--- config.mk ---
export PLATFORM = sky130hd
export DESIGN_NAME = set_grad
export DESIGN_NICKNAME = d
export VERILOG_FILES = /design/src/set_pkg.sv /design/src/set_grad.sv
export SDC_FILE = /design/constraint.sdc
export NUM_CORES = 2
export LEC_CHECK = 0
export ABC_CLOCK_PERIOD_IN_PS = 13000
export BUFFER_PORTS_ARGS = -buffer_cell sky130_fd_sc_hd__buf_2
export CORE_MARGIN = 4
export CORE_UTILIZATION = 40
export CTS_BUF_LIST = sky130_fd_sc_hd__clkbuf_4 sky130_fd_sc_hd__clkbuf_8 sky130_fd_sc_hd__clkbuf_16
export DETAILED_ROUTE_END_ITERATION = 6
export GPL_TIMING_DRIVEN = 0
export PLACE_DENSITY = 0.56
export SYNTH_ARGS = -nofsm -noshare
export SYNTH_HDL_FRONTEND = slang
export SYNTH_SLANG_ARGS = --single-unit
--- constraint.sdc ---
create_clock -name clk -period 13 [get_ports clk]
set_clock_uncertainty 0.2 [all_clocks]
set_input_delay 2.6 -clock clk [delete_from_list [all_inputs] [get_ports clk]]
set_output_delay 2.6 -clock clk [all_outputs]
set_load 0.05 [all_outputs]
--- src/set_pkg.sv ---
// Shared types and constants for the Sobel edge threshold block.
// Used by set_line, set_grad, set_ofifo and sobel_edge_threshold; no dependencies.
`timescale 1ns / 1ps
`default_nettype none

package set_pkg;

  // Line store geometry
  localparam int MAX_WIDTH = 1024;
  localparam int COL_W     = $clog2(MAX_WIDTH);
  localparam int WID_W     = COL_W + 1;

  // Register field widths
  localparam int CFG_W_W   = 11;
  localparam int HGT_W     = 16;
  localparam int THR_W     = 11;
  localparam int CFG_IDX_W = 2;
  localparam int CFG_DAT_W = 16;

  // Register indexes
  localparam logic [CFG_IDX_W-1:0] REG_WIDTH     = 2'd0;
  localparam logic [CFG_IDX_W-1:0] REG_HEIGHT    = 2'd1;
  localparam logic [CFG_IDX_W-1:0] REG_THRESHOLD = 2'd2;

  // Register reset values
  localparam logic [CFG_W_W-1:0] WIDTH_RST     = 11'd640;
  localparam logic [HGT_W-1:0]   HEIGHT_RST    = 16'd480;
  localparam logic [THR_W-1:0]   THRESHOLD_RST = 11'd64;

  // Pixel and arithmetic widths
  localparam int PIX_W  = 8;
  localparam int GX_W   = 14;  // 3/6/3 horizontal gradient, |gx2| <= 3060
  localparam int GY_W   = 12;  // 1/2/1 vertical gradient, |gy| <= 1020
  localparam int M4_W   = 25;  // gx2^2 + 4*gy^2
  localparam int K_W    = THR_W - 1;
  localparam int THR4_W = 2 * K_W + 2;

  localparam logic [PIX_W-1:0] EDGE_ON  = 8'hFF;
  localparam logic [PIX_W-1:0] EDGE_OFF = 8'h00;

  // Result queue
  localparam int FIFO_DEPTH = 16;
  localparam int FIFO_AW    = $clog2(FIFO_DEPTH);
  localparam int FIFO_CW    = FIFO_AW + 1;
  localparam int BUSY_W     = 3;  // in-flight item count, up to four stages

  typedef logic [PIX_W-1:0] pix_t;

  // One window column: top, middle and bottom rows
  typedef struct packed {
    pix_t top;
    pix_t mid;
    pix_t bot;
  } col_t;

  // Per-item control that rides along the pipeline
  typedef struct packed {
    logic emit_a;  // result for the previous column
    logic emit_b;  // extra result for the last column
    logic sel_a;   // previous column is the first: replicate left edge
    logic sel_b;   // row is one pixel wide: replicate left edge
    logic last;    // last column of the row
    logic flush;   // flush row
  } ctl_t;

  // Line store request for one accepted pixel
  typedef struct packed {
    logic [COL_W-1:0] x;
    pix_t             pixel;
    logic             top_is_mid;
    ctl_t             ctl;
  } req_t;

  // One result word
  typedef struct packed {
    pix_t edge_res;
    logic last_in_run;
    logic frame_done;
  } res_t;

endpackage

`default_nettype wire

--- src/set_grad.sv ---
// Gradient, squared magnitude and threshold compare for two result lanes.
// Gradient and square register stages fed by the window of set_line; uses set_pkg.
`timescale 1ns / 1ps
`default_nettype none

module set_grad
  import set_pkg::*;
(
  input  wire logic             clk,
  input  wire logic             rst_n,
  input  wire logic             win_valid,
  input  wire ctl_t             win_ctl,
  input  wire col_t             win_col [3],
  input  wire logic [THR_W-1:0] threshold,
  output logic                  push_a,
  output res_t                  res_a,
  output logic                  push_b,
  output res_t                  res_b,
  output logic [1:0]            busy
);

  function automatic logic signed [GX_W-1:0] pix_ext(pix_t p);
    return $signed({{(GX_W-PIX_W){1'b0}}, p});
  endfunction

  function automatic logic signed [GX_W-1:0] grad_x2(col_t l, col_t r);
    logic signed [GX_W-1:0] dt;
    logic signed [GX_W-1:0] dm;
    logic signed [GX_W-1:0] db;
    dt = pix_ext(l.top) - pix_ext(r.top);
    dm = pix_ext(l.mid) - pix_ext(r.mid);
    db = pix_ext(l.bot) - pix_ext(r.bot);
    return (dt <<< 1) + dt + (dm <<< 2) + (dm <<< 1) + (db <<< 1) + db;
  endfunction

  function automatic logic signed [GY_W-1:0] grad_y(col_t l, col_t c, col_t r);
    logic signed [GY_W-1:0] t;
    logic signed [GY_W-1:0] b;
    t = GY_W'(pix_ext(l.top)) + (GY_W'(pix_ext(c.top)) <<< 1) + GY_W'(pix_ext(r.top));
    b = GY_W'(pix_ext(l.bot)) + (GY_W'(pix_ext(c.bot)) <<< 1) + GY_W'(pix_ext(r.bot));
    return t - b;
  endfunction

  logic                   vg_r;
  ctl_t                   ctlg_r;
  logic signed [GX_W-1:0] gxa_r;
  logic signed [GY_W-1:0] gya_r;
  logic signed [GX_W-1:0] gxb_r;
  logic signed [GY_W-1:0] gyb_r;
  logic                   vm_r;
  ctl_t                   ctlm_r;
  logic [M4_W-1:0]        m4a_r;
  logic [M4_W-1:0]        m4b_r;
  logic [THR4_W-1:0]      thr4_r;

  col_t                     la;
  col_t                     lb;
  logic signed [2*GX_W-1:0] sqxa;
  logic signed [2*GY_W-1:0] sqya;
  logic signed [2*GX_W-1:0] sqxb;
  logic signed [2*GY_W-1:0] sqyb;
  logic [K_W-1:0]           k;
  logic [2*K_W-1:0]         kk;
  logic                     hit_a;
  logic                     hit_b;

  // Replicate the left border where the window has no older column
  always_comb begin
    la = win_ctl.sel_a ? win_col[1] : win_col[0];
    lb = win_ctl.sel_b ? win_col[2] : win_col[1];
  end

  always_ff @(posedge clk) begin
    if (!rst_n) begin
      vg_r <= 1'b0;
      vm_r <= 1'b0;
    end else begin
      vg_r <= win_valid;
      vm_r <= vg_r;
    end
  end

  // Gradient stage
  always_ff @(posedge clk) begin
    if (win_valid) begin
      ctlg_r <= win_ctl;
      gxa_r  <= grad_x2(la, win_col[2]);
      gya_r  <= grad_y(la, win_col[1], win_col[2]);
      gxb_r  <= grad_x2(lb, win_col[2]);
      gyb_r  <= grad_y(lb, win_col[2], win_col[2]);
    end
  end

  // Square stage: gx2^2 + 4*gy^2
  always_comb begin
    sqxa = gxa_r * gxa_r;
    sqya = gya_r * gya_r;
    sqxb = gxb_r * gxb_r;
    sqyb = gyb_r * gyb_r;
  end

  always_ff @(posedge clk) begin
    if (vg_r) begin
      ctlm_r <= ctlg_r;
      m4a_r  <= M4_W'(sqxa) + M4_W'({sqya, 2'b00});
      m4b_r  <= M4_W'(sqxb) + M4_W'({sqyb, 2'b00});
    end
  end

  // Threshold bound 4*floor(T/2)^2
  always_comb begin
    k  = threshold[THR_W-1:1];
    kk = k * k;
  end

  always_ff @(posedge clk) begin
    thr4_r <= {kk, 2'b00};
  end

  // Compare and form result words
  always_comb begin
    hit_a             = m4a_r > M4_W'(thr4_r);
    hit_b             = m4b_r > M4_W'(thr4_r);
    push_a            = vm_r && ctlm_r.emit_a;
    push_b            = vm_r && ctlm_r.emit_b;
    res_a.edge_res    = hit_a ? EDGE_ON : EDGE_OFF;
    res_a.last_in_run = !ctlm_r.last;
    res_a.frame_done  = 1'b0;
    res_b.edge_res    = hit_b ? EDGE_ON : EDGE_OFF;
    res_b.last_in_run = 1'b1;
    res_b.frame_done  = ctlm_r.flush;
  end

  assign busy = {vm_r, vg_r};

endmodule

`default_nettype wire

# Word level (Yosys, flattened, before mapping)
# Cells that the tools add are included.
# word_totals
reg_bits,132
output_inout_bits,24
word_cells,59
# op_classes
add_sub_neg,28
mul,5
order_cmp,2
mux,4
n_reduce_logical,3
# op_table
op,count
subtractor 8 x 8 -> 9 bit,6
adder 25 bit,2
> comparator 25 x 22 -> 1 bit,2
multiplier 14 x 14 -> 25 bit,2
2-to-1 mux 24 bit,2
multiplier 12 x 12 -> 23 bit,2
adder 10 x 8 -> 11 bit,4
adder 8 x 9 -> 10 bit,4
adder 13 x 10 -> 14 bit,2
adder 14 x 9 -> 14 bit,2
adder 12 x 10 -> 13 bit,2
adder 11 x 11 -> 12 bit,2
subtractor 11 x 11 -> 12 bit,2
adder 10 x 9 -> 11 bit,2
multiplier 10 x 10 -> 20 bit,1
2-to-1 mux 8 bit,2
logical AND 1 bit,2
zero test 1 bit,1

# Longest topological paths before layout
# depth
word_depth,7
depth_mapped,42
mapped_depth_nobuf,41

# Least setup slack after synthesis
# OpenSTA, ideal clock, no wires.
# synth_timing
path_type,flip-flop to flip-flop
startpoint,register gyb_r[10]
endpoint,register m4b_r[23] (data pin)
setup_ns,0.258
t_arrival_ns,9.414
required_time_ns,12.542
path_slack_ns,3.129
path_stages_with_launch,37
path_buffers,1
synth_period_minus_slack_ns,9.871
cell_sequence,edfxtp_1 clkbuf_1 inv_1 nor2_1 fa_1 inv_1 fa_1 fa_1 inv_1 fa_1 inv_1 fa_1 inv_1 ha_1 o41ai_1 inv_1 a21o_1 a21oi_1 xnor2_1 fa_1 fa_1 fa_1 inv_1 fa_1 inv_1 fa_1 inv_1 fa_1 inv_1 ha_1 a21o_1 nand2_1 o31ai_1 or4_1 a31o_2 a21oi_1 xnor2_1
# synth_between
elab_chain_cells,2
# synth_rtl
element,line,rtl
from (decl),set_grad.sv:49,logic signed [GY_W-1:0] gyb_r;
from (signal assigned),set_grad.sv:90,"gyb_r <= grad_y(lb, win_col[2], win_col[2]);"
multiplier 12 x 12 -> 23 bit,set_grad.sv:99,sqyb = gyb_r * gyb_r;
adder 25 bit,set_grad.sv:106,"m4b_r <= M4_W'(sqxb) + M4_W'({sqyb, 2'b00});"
to (signal assigned),set_grad.sv:106,
to (decl),set_grad.sv:53,logic [M4_W-1:0] m4b_r;
# Every way passes these cells.
# A chain may end at the register's enable or synchronous reset.

# Final worst setup path
# layout_timing
startpoint,register gya_r[1]
endpoint,register m4a_r[24] (data pin)
# layout_between
elab_chain_cells,2
# layout_rtl
element,line,rtl
from (decl),set_grad.sv:47,logic signed [GY_W-1:0] gya_r;
from (signal assigned),set_grad.sv:88,"gya_r <= grad_y(la, win_col[1], win_col[2]);"
multiplier 12 x 12 -> 23 bit,set_grad.sv:97,sqya = gya_r * gya_r;
adder 25 bit,set_grad.sv:105,"m4a_r <= M4_W'(sqxa) + M4_W'({sqya, 2'b00});"
to (signal assigned),set_grad.sv:105,
to (decl),set_grad.sv:52,logic [M4_W-1:0] m4a_r;
# Every way passes these cells.

==> impl_metrics.py <==
metrics = {
    "status": {
        "status": "finished, final reports clean",
    },
    "timing": {
        "fmax_ghz": 0.08735,
        "maxSlewViolCount": 0,
        "tightest_slew_ps": 1009,
        "period_needed_ps": 11450,
        "final_hold_viol_count": 0,
        "setup_violations": 0,
        "period_share_pct": 88.07,
        "slew_headroom_pct": 32.70,
        "fin_setup_tns_ps": 0,
        "rsz0062_at_grt": "no",
    },
    "critical_path": {
        "r2r_cells": 36,
        "path_common_cell": "fa_1",
        "cp.arrival_ps": 11430,
        "rrSetupSlack_ps": 1550,
        "path_max_fanout": 10,
        "required_ps": 12990,
        "worst_r2r_startpoint": "gya_r[1]",
        "critPathMaxStageDelay_ps": 680,
        "worstSetupStartpoint": "gya_r[1]",
        "critPathCaptureType": "flop",
        "start_kind": "flop",
        "crit_end": "m4a_r[24]",
        "worstReg2RegEnd": "m4a_r[24]",
        "critPathSlowestCell": "clkbuf_1",
        "path_class": "reg -> reg",
    },
    "placement": {
        "gp_congestion": 0.8664,
        "dpl.cell_count": 5266,
        "dp_hpwl_mm": 73.80,
        "io_buffers": 109,
    },
    "clock_network": {
        "cts-resized-gates": 0,
        "clk_latency_ps": 460,
        "clock-sinks": 129,
        "clk_pin_slew_worst_paths_ps": 60,
        "numCtsBuffers": 17,
        "clockRootBuffer": "clkbuf_16",
        "cts_hold_buf": 0,
        "postCtsSetupRepairBufs": 0,
        "ctsHtreeMaxLevel": 4,
        "clockBufferDepth": 2,
        "cts_tree": "built",
    },
    "synth": {
        "yosysSeqAreaShare_pct": 9.724,
        "synth-seq-cells": 129,
        "synthArstFlopShare_pct": 0,
        "synth.area.top_cells": "fa_1, ha_1, inv_1",
        "syn_avg_cell_area_um2": 9.657,
        "synth-main-ff-cell": "edfxtp_1",
        "yosysTopAreaCellShare_pct": 41.61,
        "yosysWarnings": 0,
        "synth_edf_count": 108,
        "synth.net_count": 5234,
        "mappedNetlistArea_mm2": 0.03767,
        "postSynthCellCount": 3901,
        "synth.distinct_cells": 65,
        "synth_area_leader_cell": "fa_1",
    },
    "finish": {
        "multi_input_area_mm2": 0.02920,
        "n_fill_cell": 9208,
        "nets": 5364,
        "seqCellArea_mm2": 0.003665,
        "areaGrowthSynthToFinish_pct": 7.323,
        "layout_commonest_cell": "inv_1",
        "most-common-layout-cells": "inv_1, fa_1, ha_1",
        "layout-drive-gt1-share_pct": 5.440,
        "fin_cells": 5300,
    },
    "die": {
        "core_mm2": 0.09333,
        "dieArea_mm2": 0.09916,
        "pin_count": 116,
        "die_h_um": 314.9,
        "die_width_um": 314.9,
        "rows": 112,
        "start_util_pct": 40.37,
    },
    "grt": {
        "first_global_vias": 26953,
        "grt_start_max_net_pins": 58,
        "antenna_found_initial": 9,
        "grt.total_usage_pct": 17.83,
        "grt_pass1_wl_mm": 139.9,
        "overflow": 0,
    },
    "drt": {
        "drt_first_iter_violations": 900,
        "wl_per_cell_um": 15.54,
        "vias_per_cell": 4.599,
        "vias": 24375,
        "ant_nets": 0,
        "post-route-drc-count": 0,
        "wl_mm": 82.39,
        "drt_first_pass_iters": 5,
    },
    "hold_path": {
        "min_from": "ctlg_r[1]",
        "hold_path_class": "reg -> reg",
    },
    "job": {
        "drv_cap": 0,
    },
}
[cell type report]
class	count	area share, %
diodes	2	0.01238
plain buffers	82	0.9376
clock buffers	20	1.194
clock inverters	12	0.2599
inverters	1181	10.96
multi-input cells	2509	72.21
flip-flops and latches	129	9.064
well taps	1254	3.881
repair buffers	111	1.473
[cell families after synthesis]
| group | synth area share, % |
|---|---|
| mux | 1.348 |
| fa+ha+maj | 56.82 |
| xor+xnor | 4.998 |
| compound gates | 6.021 |
| other cells | 0.01993 |
| simple gates | 8.296 |
| buf+inv | 12.77 |
| flops | 9.724 |
[state kept, by name, indices dropped and copies added (netlist names), 3 cells and up]
| name | count |
|---|---|
| thr4_r | 19 |
| ctlg_r | 4 |
| m4a_r | 24 |
| gxb_r | 14 |
| gya_r | 12 |
| m4b_r | 24 |
| ctlm_r | 3 |
| gxa_r | 14 |
| gyb_r | 12 |
[routing by layer]
layer | up-vias | part of all wire, % | track usage (%) | wire [um]
met5 | - | 0.033 | 0 | 27
met4 | 4 | 2.2 | 4.059 | 1792
met3 | 84 | 3.7 | 2.189 | 3072
met2 | 367 | 47 | 29.84 | 38530
met1 | 12028 | 47 | 24.87 | 38960
li1 | 11892 | - | - | -
[stage by stage]
step / util, % / hold WS (ps) / instance area, um^2 / setup WS, ps
floorplan: - / 200.3 / 37670 / 3129
global placement: 42.63 / 204.4 / 39790 / 1624
detailed placement: 42.68 / 207.4 / 39840 / 1544
CTS: 43.31 / 223.0 / 40430 / 1531
global route: 43.32 / 239.7 / 40430 / 1023
finish: 43.32 / 225.4 / 40430 / 1551
[cell usage after synthesis, types with 6 or more instances]
cell type and number:
mux2i_1 17, or2_2 11, a21oi_1 122, and2_1 147, and3_1 9, a21boi_0 8, nand2b_1 33, dfxtp_1 21
nor2b_1 21, xor2_1 66, o21a_1 26, edfxtp_1 108, xnor2_1 149, nor2_1 145, mux2_2 30, nand2_1 236
ha_1 458, nand3_1 12, a21o_1 55, o31ai_1 8, o21ai_0 51, inv_1 1178, o21bai_1 29, buf_4 19
nor3_1 16, fa_1 783, clkbuf_1 58, nand4_1 9, o211ai_1 6
[how the worst min path moves through the flow]
stage                 to  slack (ps)  cells past startpoint
5_1_grt        ctlm_r[1]         240                      0
3_3_place_gp   ctlm_r[1]         200                      0
3_5_place_dp   ctlm_r[1]         210                      0
4_1_cts        ctlm_r[1]         220                      0
6_report       ctlm_r[1]         230                      0
2_1_floorplan  ctlm_r[1]         200                      0
[worst max-delay path, delay by kind of cell (launching register included)]
kind | cells | cell delay [ps]
flip-flops | 1 | 330
adder cells (fa/ha/maj) | 12 | 5490
XOR/XNOR | 7 | 1290
AO/OA/AOI/OAI | 8 | 2030
buffers and inverters | 6 | 1250
AND/OR/NAND/NOR | 3 | 600
Power is not shown: default switching activity piles up to over one toggle a cycle in this logic, so the estimate is an artifact.
