[src/set_pkg.sv]
// Shared types and constants for the Sobel edge threshold block.
// Used by set_line, set_grad, set_ofifo and sobel_edge_threshold; no dependencies.
`timescale 1ns / 1ps
`default_nettype none

package set_pkg;

  // Line store geometry
  localparam int MAX_WIDTH = 1024;
  localparam int COL_W     = $clog2(MAX_WIDTH);
  localparam int WID_W     = COL_W + 1;

  // Register field widths
  localparam int CFG_W_W   = 11;
  localparam int HGT_W     = 16;
  localparam int THR_W     = 11;
  localparam int CFG_IDX_W = 2;
  localparam int CFG_DAT_W = 16;

  // Register indexes
  localparam logic [CFG_IDX_W-1:0] REG_WIDTH     = 2'd0;
  localparam logic [CFG_IDX_W-1:0] REG_HEIGHT    = 2'd1;
  localparam logic [CFG_IDX_W-1:0] REG_THRESHOLD = 2'd2;

  // Register reset values
  localparam logic [CFG_W_W-1:0] WIDTH_RST     = 11'd640;
  localparam logic [HGT_W-1:0]   HEIGHT_RST    = 16'd480;
  localparam logic [THR_W-1:0]   THRESHOLD_RST = 11'd64;

  // Pixel and arithmetic widths
  localparam int PIX_W  = 8;
  localparam int GX_W   = 14;  // 3/6/3 horizontal gradient, |gx2| <= 3060
  localparam int GY_W   = 12;  // 1/2/1 vertical gradient, |gy| <= 1020
  localparam int M4_W   = 25;  // gx2^2 + 4*gy^2
  localparam int K_W    = THR_W - 1;
  localparam int THR4_W = 2 * K_W + 2;

  localparam logic [PIX_W-1:0] EDGE_ON  = 8'hFF;
  localparam logic [PIX_W-1:0] EDGE_OFF = 8'h00;

  // Result queue
  localparam int FIFO_DEPTH = 16;
  localparam int FIFO_AW    = $clog2(FIFO_DEPTH);
  localparam int FIFO_CW    = FIFO_AW + 1;
  localparam int BUSY_W     = 3;  // in-flight item count, up to four stages

  typedef logic [PIX_W-1:0] pix_t;

  // One window column: top, middle and bottom rows
  typedef struct packed {
    pix_t top;
    pix_t mid;
    pix_t bot;
  } col_t;

  // Per-item control that rides along the pipeline
  typedef struct packed {
    logic emit_a;  // result for the previous column
    logic emit_b;  // extra result for the last column
    logic sel_a;   // previous column is the first: replicate left edge
    logic sel_b;   // row is one pixel wide: replicate left edge
    logic last;    // last column of the row
    logic flush;   // flush row
  } ctl_t;

  // Line store request for one accepted pixel
  typedef struct packed {
    logic [COL_W-1:0] x;
    pix_t             pixel;
    logic             top_is_mid;
    ctl_t             ctl;
  } req_t;

  // One result word
  typedef struct packed {
    pix_t edge_res;
    logic last_in_run;
    logic frame_done;
  } res_t;

endpackage

`default_nettype wire

[src/set_ofifo.sv]
// Result queue taking up to two words per cycle and giving one while the receiver is ready.
// Register-file queue with count; uses set_pkg.
`timescale 1ns / 1ps
`default_nettype none

module set_ofifo
  import set_pkg::*;
(
  input  wire logic        clk,
  input  wire logic        rst_n,
  input  wire logic        push_a,
  input  wire res_t        res_a,
  input  wire logic        push_b,
  input  wire res_t        res_b,
  output logic             out_valid,
  input  wire logic        out_ready,
  output res_t             out_res,
  output logic [FIFO_CW-1:0] count
);

  res_t               mem_r [FIFO_DEPTH];
  logic [FIFO_AW-1:0] wp_r;
  logic [FIFO_AW-1:0] rp_r;
  logic [FIFO_CW-1:0] cnt_r;

  logic               pop;
  logic [FIFO_AW-1:0] wp_inc;

  assign pop    = out_valid && out_ready;
  assign wp_inc = wp_r + 1'b1;

  // Store in order: lane A ahead of lane B
  always_ff @(posedge clk) begin
    if (push_a) begin
      mem_r[wp_r] <= res_a;
      if (push_b) begin
        mem_r[wp_inc] <= res_b;
      end
    end else if (push_b) begin
      mem_r[wp_r] <= res_b;
    end
  end

  // Advance pointers and count
  always_ff @(posedge clk) begin
    if (!rst_n) begin
      wp_r  <= '0;
      rp_r  <= '0;
      cnt_r <= '0;
    end else begin
      wp_r  <= wp_r + FIFO_AW'(push_a) + FIFO_AW'(push_b);
      rp_r  <= rp_r + FIFO_AW'(pop);
      cnt_r <= cnt_r + FIFO_CW'(push_a) + FIFO_CW'(push_b) - FIFO_CW'(pop);
    end
  end

  assign out_valid = (cnt_r != '0);
  assign out_res   = mem_r[rp_r];
  assign count     = cnt_r;

`ifndef SYNTHESIS
  a_no_overflow: assert property (@(posedge clk) disable iff (!rst_n)
    cnt_r <= FIFO_CW'(FIFO_DEPTH))
    else $error("result queue overflow");

  a_ptr_count: assert property (@(posedge clk) disable iff (!rst_n)
    cnt_r[FIFO_AW-1:0] == FIFO_AW'(wp_r - rp_r))
    else $error("queue pointers disagree with count");

  a_push_shows: assert property (@(posedge clk) disable iff (!rst_n)
    (cnt_r == '0 && (push_a || push_b)) |=> out_valid)
    else $error("pushed word not presented");
`endif

endmodule

`default_nettype wire

[config.mk]
export PLATFORM = sky130hd
export DESIGN_NAME = set_ofifo
export DESIGN_NICKNAME = d
export VERILOG_FILES = /design/src/set_pkg.sv /design/src/set_ofifo.sv
export SDC_FILE = /design/constraint.sdc
export NUM_CORES = 1
export LEC_CHECK = 0
export ABC_AREA = 1
export BUFFER_PORTS_ARGS = -buffer_cell sky130_fd_sc_hd__buf_4
export CAP_MARGIN = 0
export CORE_ASPECT_RATIO = 1.75
export CORE_UTILIZATION = 40
export CTS_BUF_LIST = sky130_fd_sc_hd__clkbuf_16
export DETAILED_ROUTE_END_ITERATION = 6
export HOLD_SLACK_MARGIN = 0.03
export PLACE_DENSITY_LB_ADDON = 0.3
export SETUP_SLACK_MARGIN = 0.4
export SYNTH_ARGS = -nofsm -noshare
export SYNTH_HDL_FRONTEND = slang
export SYNTH_SLANG_ARGS = --single-unit
[constraint.sdc]
create_clock -name clk -period 4.8 [get_ports clk]
set_input_delay 0.24 -clock clk [delete_from_list [all_inputs] [get_ports clk]]
set_output_delay 0.24 -clock clk [all_outputs]
set_load 0.02 [all_outputs]
## Word level (Yosys, flattened, before mapping)

Memories as Yosys holds them, arrays and structs flattened. A register that Yosys moved wholly into a read port is not among the register bits.
Cells that the tools add are included.

- Flip-flop bits (word level): 13
- RAM bits: 160
- Logic and storage cells: 23
- Memories: 1

- Add/subtract/negate cells: 7
- Multiplexer cells: 9
- Bitwise gates (word level): 1
- Reductions and logical operators: 2

Memory list:

| name | depth | bits a word | read ports | clocked after Yosys merged registers in | wr ports | line | text |
|---|---|---|---|---|---|---|---|
| mem_r | 16 | 10 | 1 | 1 | 2 | set_ofifo.sv:21 | `res_t mem_r [FIFO_DEPTH];` |

Operators with widths:

| cell | count |
|---|---|
| 4-bit by 1-bit adder with 4-bit output | 3 |
| 5-bit by 1-bit adder with 5-bit output | 2 |
| 10-bit 2-to-1 mux | 1 |
| 1-bit 2-to-1 mux | 7 |
| 5-bit nonzero test | 1 |
| 5-bit by 1-bit subtractor with 5-bit output | 1 |
| 4-bit by 1-bit adder with 4-bit output, second input constant | 1 |
| 4-bit 2-to-1 mux | 1 |
| 1-bit logical AND | 1 |
| 1-bit OR | 1 |

## Depth between registers and ports, before layout

Gate-level depths: netlist (run 1).

- Word-level depth: 4
- Gate-level depth with buffers: 14
- Gate-level depth less buffers: 14

## Worst setup path before layout (run 1)

OpenSTA, ideal clock, no wires.

- Kind: flip-flop to flip-flop
- From: register cnt_r[3] (netlist: count[3])
- To: register cnt_r[4] (netlist: count[4])
- Library setup time: 113 ps
- Arrival time: 2515 ps
- Slack: 2172 ps
- Stages on the path, launching flop included: 15
- Period minus slack after synthesis: 2628 ps
- Cells stage by stage: dfxtp_1 inv_1 ha_1 nand3_1 and2_1 ha_1 inv_1 fa_1 fa_1 nand2_1 a21oi_1 nor2_1 nand2_1 nand2_1 nor2_1

- Cells in the longest elaborated chain, start to end: 3
- Elaborated cells on any way between the ends: 5
- Those cells by class: 3 x add/sub; 2 x reduce/logical

RTL lines:

| element | line | text |
|---|---|---|
| start, declared | set_ofifo.sv:24 | `logic [FIFO_CW-1:0] cnt_r;` |
| start signal, assigned | set_ofifo.sv:53 | `cnt_r <= cnt_r + FIFO_CW'(push_a) + FIFO_CW'(push_b) - FIFO_CW'(pop);` |
| 5-bit nonzero test | set_ofifo.sv:57 | `assign out_valid = (cnt_r != '0);` |
| named net out_valid | set_ofifo.sv:15 | `output logic out_valid,` |
| 1-bit logical AND | set_ofifo.sv:29 | `assign pop = out_valid && out_ready;` |
| 5-bit by 1-bit subtractor with 5-bit output | set_ofifo.sv:53 |  |

The timed path passes the listed nets, and every way through them passes these cells.
A chain may end at the register's enable or synchronous reset.

==> flow_summary.json, run 1 <==
{
  "fin_crit_sh_pct": 60.8,
  "die_w_microns": 120,
  "place_inst": 1471,
  "worst_setup_path_end_kind": "output port",
  "hold_buffers": 0,
  "grt_max_degree": 82,
  "hold_path_depth": 3,
  "finalCriticalPeriod_ns": 2.92,
  "viasPerCell": 5.25,
  "ant_nets": 0,
  "ctsRootBufferMaster": "clkbuf_16",
  "start_kind": "flip-flop",
  "track_usage_pct": 23.5,
  "fmax_mhz": 343,
  "postCtsSetupRepairBufs": 0,
  "clockBufferDepth": 2,
  "grt_first_pass_wirelength_microns": 42600,
  "io_buffers": 40,
  "synth.top_cell.area_share_pct": 49.6,
  "cts_buffers": 17,
  "gr-total-overflow": 0,
  "required_ns": 4.56,
  "stdcell_area_sq_um": 10700,
  "post_dp_cell_area_sq_um": 10100,
  "dp_hpwl_microns": 18300,
  "ys_seq_elements": 173,
  "clkTransAtPathRegs_ns": 0.07,
  "ys.flop_type": "edfxtp_1",
  "antenna-diode-count": 0,
  "multi_input_area_sq_um": 3580,
  "cts-resized-gates": 0,
  "pin_count": 41,
  "met2_usage_pct": 41.0,
  "core_sq_um": 23900,
  "area_delta_synth_final_pct": 10.5,
  "use_met3_pct": 4.22,
  "synth_cells": 1190,
  "synth_nets": 1226,
  "leakagePower_nw": 4.83,
  "start_util_pct": 40.5,
  "dp_slack_ns": 2.27,
  "synth_area_sq_um": 9700,
  "yosys_warnings": 0,
  "drc": 0,
  "clk_latency_ns": 0.44,
  "seq_area_frac_synth_pct": 52.2,
  "antenna_found_initial": 0,
  "wl_per_cell_microns": 18.7,
  "die_h_microns": 208,
  "seq_area_sq_um": 5070,
  "outcome": "finished clean",
  "fillers": 2345,
  "grt.busiest_layer": "met2",
  "rows": 75,
  "ir_drop_mv": 0.348,
  "use_met1_pct": 26.1,
  "yosys-top-cells-count": "nand2_1, edfxtp_1, inv_1",
  "wl_microns": 28200,
  "yosys.area.top_type": "edfxtp_1",
  "avgSynthCellArea_sq_um": 8.15,
  "first_pass_iters": 5,
  "crit_type": "flip-flop to output port",
  "vias": 7891,
  "grt_setup_unrepaired": "false",
  "drive_gt1_share_pct": 9.79,
  "fin_skew_ns": 0.00893,
  "cp.arrival_ns": 2.68,
  "grt_pass1_vias": 7594,
  "cts_tree": "built",
  "setup_tns_ns": 0,
  "slew_viol_final": 0,
  "critPathMaxFanout": 51,
  "gp_congestion": 0.887,
  "hold_viol": 0,
  "yosysMostFrequentCell": "nand2_1",
  "cts.sinks": 173,
  "hold_path.class": "input port to flip-flop",
  "reg2reg_depth": 14,
  "synth_edf_count": 160,
  "synth_async_sr_flop_share_pct": 0,
  "h-tree-depth": 4,
  "nNetsFinal": 1218,
  "drt_iter0_markers": 689,
  "p_per_area_nw_per_um2": 439,
  "synth_area_leaders": "edfxtp_1, nand2_1, o21ai_0",
  "final_cells": 1503,
  "worst_pin_slew_ns": 1.20,
  "max-cap-violations": 0,
  "worst_slack_ns": 1.88,
  "relSlewSlack_pct": 19.6,
  "dieArea_sq_um": 24900,
  "ys_types": 28,
  "finalSetupViolCount": 0
}
## report_power, final
group	leakage (nW)	total (mW)	internal, mW	switching [mW]
logic	2.97	1.47	0.451	1.01
registers	1.57	1.80	1.76	0.0399
clock network	0.291	1.44	0.826	0.612
total	4.83	4.70	3.04	1.67
## placed cells by master (no fill, tap or decap), drive strengths merged
master / instances
buf: 62
clkinvlp: 3
xnor2: 2
nand2: 407
edfxtp: 160
and2: 1
o31ai: 9
dfxtp: 13
clkbuf: 17
nor3: 1
bufinv: 3
nand3: 139
nor2: 14
inv: 164
xor2: 1
o21ai: 179
clkinv: 5
ha: 8
fa: 3
a21oi: 3
and3: 1
## worst max-delay path: stages (launching register included)
cell and delay (ns):
dfxtp_2 0.32, inv_2 0.68, buf_4 0.45, nand2_1 0.12, nand2_1 0.09, nand2_1 0.08, nand3_1 0.13, nand3_1 0.11
nand2_1 0.10, buf_4 0.14
## per-layer routing
layer / vias to the layer above / part of all wire, % / routed length [microns]
met3: 82 / 6.6 / 1870
li1: 3839 / - / -
met1: 3646 / 36 / 10200
met2: 324 / 52 / 14600
met5: - / 0 / 0
met4: 0 / 5.4 / 1530
## path summary, 6_finish.rpt
check | startpoint | to | slack (ns)
max | rp_r[0]$_SDFF_PN0_ | out_res[4] | 1.88
min | rst_n | rp_r[0]$_SDFF_PN0_ | 0.08
max reg2reg | count[2]$_SDFF_PN0_ | count[4]$_SDFF_PN0_ | 2.32
min reg2reg | wp_r[3]$_SDFF_PN0_ | wp_r[3]$_SDFF_PN0_ | 0.53
## state kept, by name, indices dropped and copies added (netlist names)
signal	cells
mem_r	160
count	5
rp_r	4
wp_r	4
## logic make-up (layout without fill, tap and decap cells)
| family | Yosys count | in the layout | share of synthesized area [%] |
|---|---|---|---|
| AO/OA/AOI/OAI | 191 | 191 | 11.1 |
| XOR/XNOR | 3 | 3 | 0.271 |
| adder cells (fa/ha/maj) | 11 | 11 | 1.65 |
| buffers and inverters | 249 | 254 | 10.8 |
| flip-flops | 173 | 173 | 52.2 |
| AND/OR/NAND/NOR | 563 | 563 | 23.9 |
## final cells by class
cell class,instances,area share [%]
Timing Repair Buffer,62,4.35
Sequential cell,173,47.3
Tap cell,308,3.60
Clock buffer,17,3.97
Clock inverter,15,1.75
Inverter,160,5.61
Multi-Input combinational cell,768,33.4
## stage by stage
step / hold slack (ns) / power (mW) / util [%]
after floorplan: 0.378 / 2.79 / -
after global placement: 0.507 / 3.27 / 42.2
after detailed placement: 0.518 / 3.29 / 42.2
after CTS: 0.0648 / 4.71 / 44.8
after global routing: 0.0890 / 4.92 / 44.8
final: 0.0787 / 4.70 / 44.8
No activity file was read; power rests on OpenSTA's default activity.
==> inputs of run 2 (changes only) <==
--- a/config.mk
+++ b/config.mk
@@ -5,7 +5,7 @@
 export SDC_FILE = /design/constraint.sdc
 export NUM_CORES = 1
 export LEC_CHECK = 0
-export ABC_AREA = 1
+export ABC_AREA = 0
 export BUFFER_PORTS_ARGS = -buffer_cell sky130_fd_sc_hd__buf_4
 export CAP_MARGIN = 0
 export CORE_ASPECT_RATIO = 1.75
==> constraint.sdc (replaced) <==
create_clock -name clk -period 2.9 [get_ports clk]
set_input_delay 0.145 -clock clk [delete_from_list [all_inputs] [get_ports clk]]
set_output_delay 0.145 -clock clk [all_outputs]
set_load 0.02 [all_outputs]
==> run 2 against run 1 <==
  * The flow now finishes with violations (negative setup slack)
  * Hold slack improved by 0.097 ns
  * Via count decreased by 27%
  * Worst setup slack got worse by 1.9 ns
  * Clock power increased by 62%
  * Total power increased by 58%
  * Non-clock buffer count increased by 19
  * First-iteration DRC count decreased by 27%
  * Global-route usage decreased by 1.5 points
  * Clock skew decreased by 0.00063 ns
  * Sequential share of layout area increased by 0.67 points
  * Critical path type is now flip-flop to flip-flop
  * Largest cell class unchanged
  * Highest routed layer unchanged
==> flow_summary.json, run 2 <==
{
  "synth_nets": 693,
  "r2r_slack_ns": -0.07,
  "holdPathEnd": "mem_r[13][7]$_DFFE_PP_",
  "p_per_area_nw_per_um2": 701,
  "drc": 0,
  "clockPowerShare_pct": 31.5,
  "io_buffers": 40,
  "clockBufferDepth": 2,
  "synth_area_leaders": "edfxtp_1, mux2_2, mux4_2",
  "max-cap-violations": 0,
  "start_util_pct": 41.1,
  "core_sq_um": 22300,
  "die_h_microns": 202,
  "comb_power_share_pct": 27.5,
  "largest_register_ffs": 160,
  "worst_setup_path_end_kind": "flip-flop",
  "rows": 72,
  "slew_viol_final": 0,
  "hold_path.class": "input port to flip-flop",
  "wl_per_cell_microns": 24.5,
  "hold_path_depth": 2,
  "wl_microns": 24600,
  "clkTransAtPathRegs_ns": 0.07,
  "cp.arrival_ns": 3.29,
  "p_total_mw": 7.42,
  "final_common_cell": "edfxtp_1",
  "ctsRootBufferMaster": "clkbuf_16",
  "hold_viol": 0,
  "ir_drop_mv": 0.588,
  "outcome": "finished, violations left",
  "finalSetupViolCount": 1,
  "critPathBufInv": 2,
  "grt_pass1_vias": 5943,
  "finish.utilization_pct": 47.5,
  "dp_hpwl_microns": 16400,
  "yosys-top-cells-count": "edfxtp_1, mux2_2, nor2_1",
  "p_int_mw": 5.30,
  "vias": 5759,
  "seq_area_frac_synth_pct": 55.3,
  "fin_hold_ws_ns": 0.176,
  "largest-register": "mem_r",
  "violations": "negative setup slack",
  "gp_congestion": 0.806,
  "worst_path_dominant_cell_family": "simple AND/OR/NAND/NOR gates",
  "reg2reg_depth": 12,
  "grt_setup_unrepaired": "true",
  "required_ns": 3.22,
  "ys_seq_elements": 173,
  "fmax_mhz": 337,
  "fin_crit_sh_pct": 102,
  "yosys.area.top_type": "edfxtp_1",
  "die_w_microns": 116,
  "synth_edf_count": 160,
  "swShare_pct": 28.7,
  "area_delta_synth_final_pct": 15.6,
  "ant_nets": 0,
  "min_from": "res_b[7]",
  "leakagePower_nw": 3.55,
  "timing.rr.end": "count[4]$_SDFF_PN0_",
  "synth.top_cell.area_share_pct": 52.5,
  "ys.flop_type": "edfxtp_1",
  "synth_area_sq_um": 9150,
  "track_usage_pct": 22.0,
  "finalCriticalPeriod_ns": 2.97,
  "dieArea_sq_um": 23500,
  "nNetsFinal": 729,
  "first_pass_iters": 5,
  "max_stage_delay_ns": 0.45,
  "grt_first_pass_wirelength_microns": 36300,
  "switching_power_mw": 2.13,
  "cp_cell_sequence": "inv_4, ha_4, or4b_4, and2_4, ha_4, inv_2, fa_2, fa_2, a21oi_2, nor2_1, or3_1, and3_1",
  "clk_latency_ns": 0.43,
  "grt_max_degree": 41,
  "start_kind": "flip-flop",
  "cts_tree": "built",
  "drt_iter0_markers": 501,
  "slowest_stage": "or4b_4",
  "cts.sinks": 173,
  "synth_async_sr_flop_share_pct": 0,
  "synth_cells": 657,
  "h-tree-depth": 4,
  "final_cell_mix": "edfxtp_1, mux2_2, buf_4",
  "drive_gt1_share_pct": 42.6,
  "ys_types": 44,
  "fin_skew_ns": 0.00831,
  "critPathMaxFanout": 2,
  "avgSynthCellArea_sq_um": 13.9,
  "pwr-share-seq_pct": 41.0,
  "worst_pin_slew_ns": 0.690,
  "worst_slack_ns": -0.0674,
  "viasPerCell": 5.74,
  "place_inst": 964,
  "gr-total-overflow": 0,
  "crit_type": "flip-flop to flip-flop",
  "antenna_found_initial": 2,
  "yosys_warnings": 0,
  "relSlewSlack_pct": 54.0,
  "pin_count": 41,
  "yosysMostFrequentCell": "edfxtp_1",
  "timing.rr.start": "count[2]$_SDFF_PN0_",
  "cts_buffers": 17,
  "final_cells": 1004,
  "dp_slack_ns": -0.0652
}
-- run 2: cell count changes after synthesis, sizes merged, moves of 9 or more --
| cell | delta |
|---|---|
| mux2i | +11 |
| nand2 | -389 |
| a22oi | +20 |
| inv | -151 |
| and2 | +11 |
| a21oi | +51 |
| buf | -22 |
| o21ai | -174 |
| nand3 | -132 |
| mux4 | +40 |
| o31ai | -9 |
| mux2 | +120 |
| nor2 | +61 |
-- run 2: power by group through the flow --
| stage | clock, mW | combinational, mW | sequential, mW |
|---|---|---|---|
| 6_report | 2.33 | 2.04 | 3.04 |
| 5_1_grt | 2.44 | 2.21 | 3.06 |
| 4_1_cts | 2.36 | 2.00 | 3.03 |
| 3_5_place_dp | 0 | 1.96 | 3.08 |
| 3_3_place_gp | 0 | 1.89 | 3.07 |
| 2_1_floorplan | 0 | 1.34 | 3.06 |
-- run 2: per-stage QoR --
stage / setup TNS (ns) / cell area [sq um]
final: -0.0674 / 10600
after global routing: -0.155 / 10600
after CTS: -0.0643 / 10500
after detailed placement: -0.0652 / 9890
after global placement: 0 / 9890
after floorplan: -0.0467 / 9190
-- run 2: what timing repair did --
item                                   CTS  global route
setup endpoints to repair                3             8
gates resized for setup                  4             2
cloned                                   0             1
setup buffers                            2             2
pin swaps                                1             1
hold buffers                             1             0
endpoints found under the hold margin   12             0
-- run 2: worst max-delay path by stage --
stage / depth (start not counted) / slack, ns / end / startpoint
after detailed placement: 12 / -0.07 / count[4]$_SDFF_PN0_ / count[2]$_SDFF_PN0_
after CTS: 12 / -0.06 / count[4]$_SDFF_PN0_ / count[2]$_SDFF_PN0_
after global placement: 12 / 0.03 / count[4]$_SDFF_PN0_ / count[2]$_SDFF_PN0_
final: 12 / -0.07 / count[4]$_SDFF_PN0_ / count[2]$_SDFF_PN0_
after floorplan: 12 / -0.05 / count[4]$_SDFF_PN0_ / count[2]$_SDFF_PN0_
after global routing: 12 / -0.15 / count[4]$_SDFF_PN0_ / count[2]$_SDFF_PN0_
-- run 2: per-layer routing --
layer | share of wire, % | GRT usage [%] | routed length, microns
met5 | 0 | 0 | 0
met4 | 2.9 | 10.3 | 727
met3 | 4.8 | 3.36 | 1170
met2 | 55 | 38.8 | 13500
met1 | 38 | 25.4 | 9250
-- run 2: cell families after synthesis --
logic type | synth area share, %
adder cells (fa/ha/maj) | 1.75
multiplexers | 25.8
buffers and inverters | 3.34
AO/OA/AOI/OAI | 5.33
flip-flops | 55.3
AND/OR/NAND/NOR | 7.85
XOR/XNOR | 0.574
-- run 2: cell type report --
type                            count  area [sq um]
Fill cell                        1939         11700
Sequential cell                   173          5070
Multi-Input combinational cell    411          3840
Timing Repair Buffer               81           661
Clock buffer                       17           425
Tap cell                          296           370
Clock inverter                     15           169
Inverter                            9          38.8
Antenna cell                        2          5.00
-- run 2: worst reg2reg max path, delay by kind of cell, from the launching register on --
family                   cells  cell delay, ns
AND/OR/NAND/NOR              5            1.19
AO/OA/AOI/OAI                1            0.12
flip-flops                   1            0.35
buffers and inverters        2            0.09
adder cells (fa/ha/maj)      4            1.10
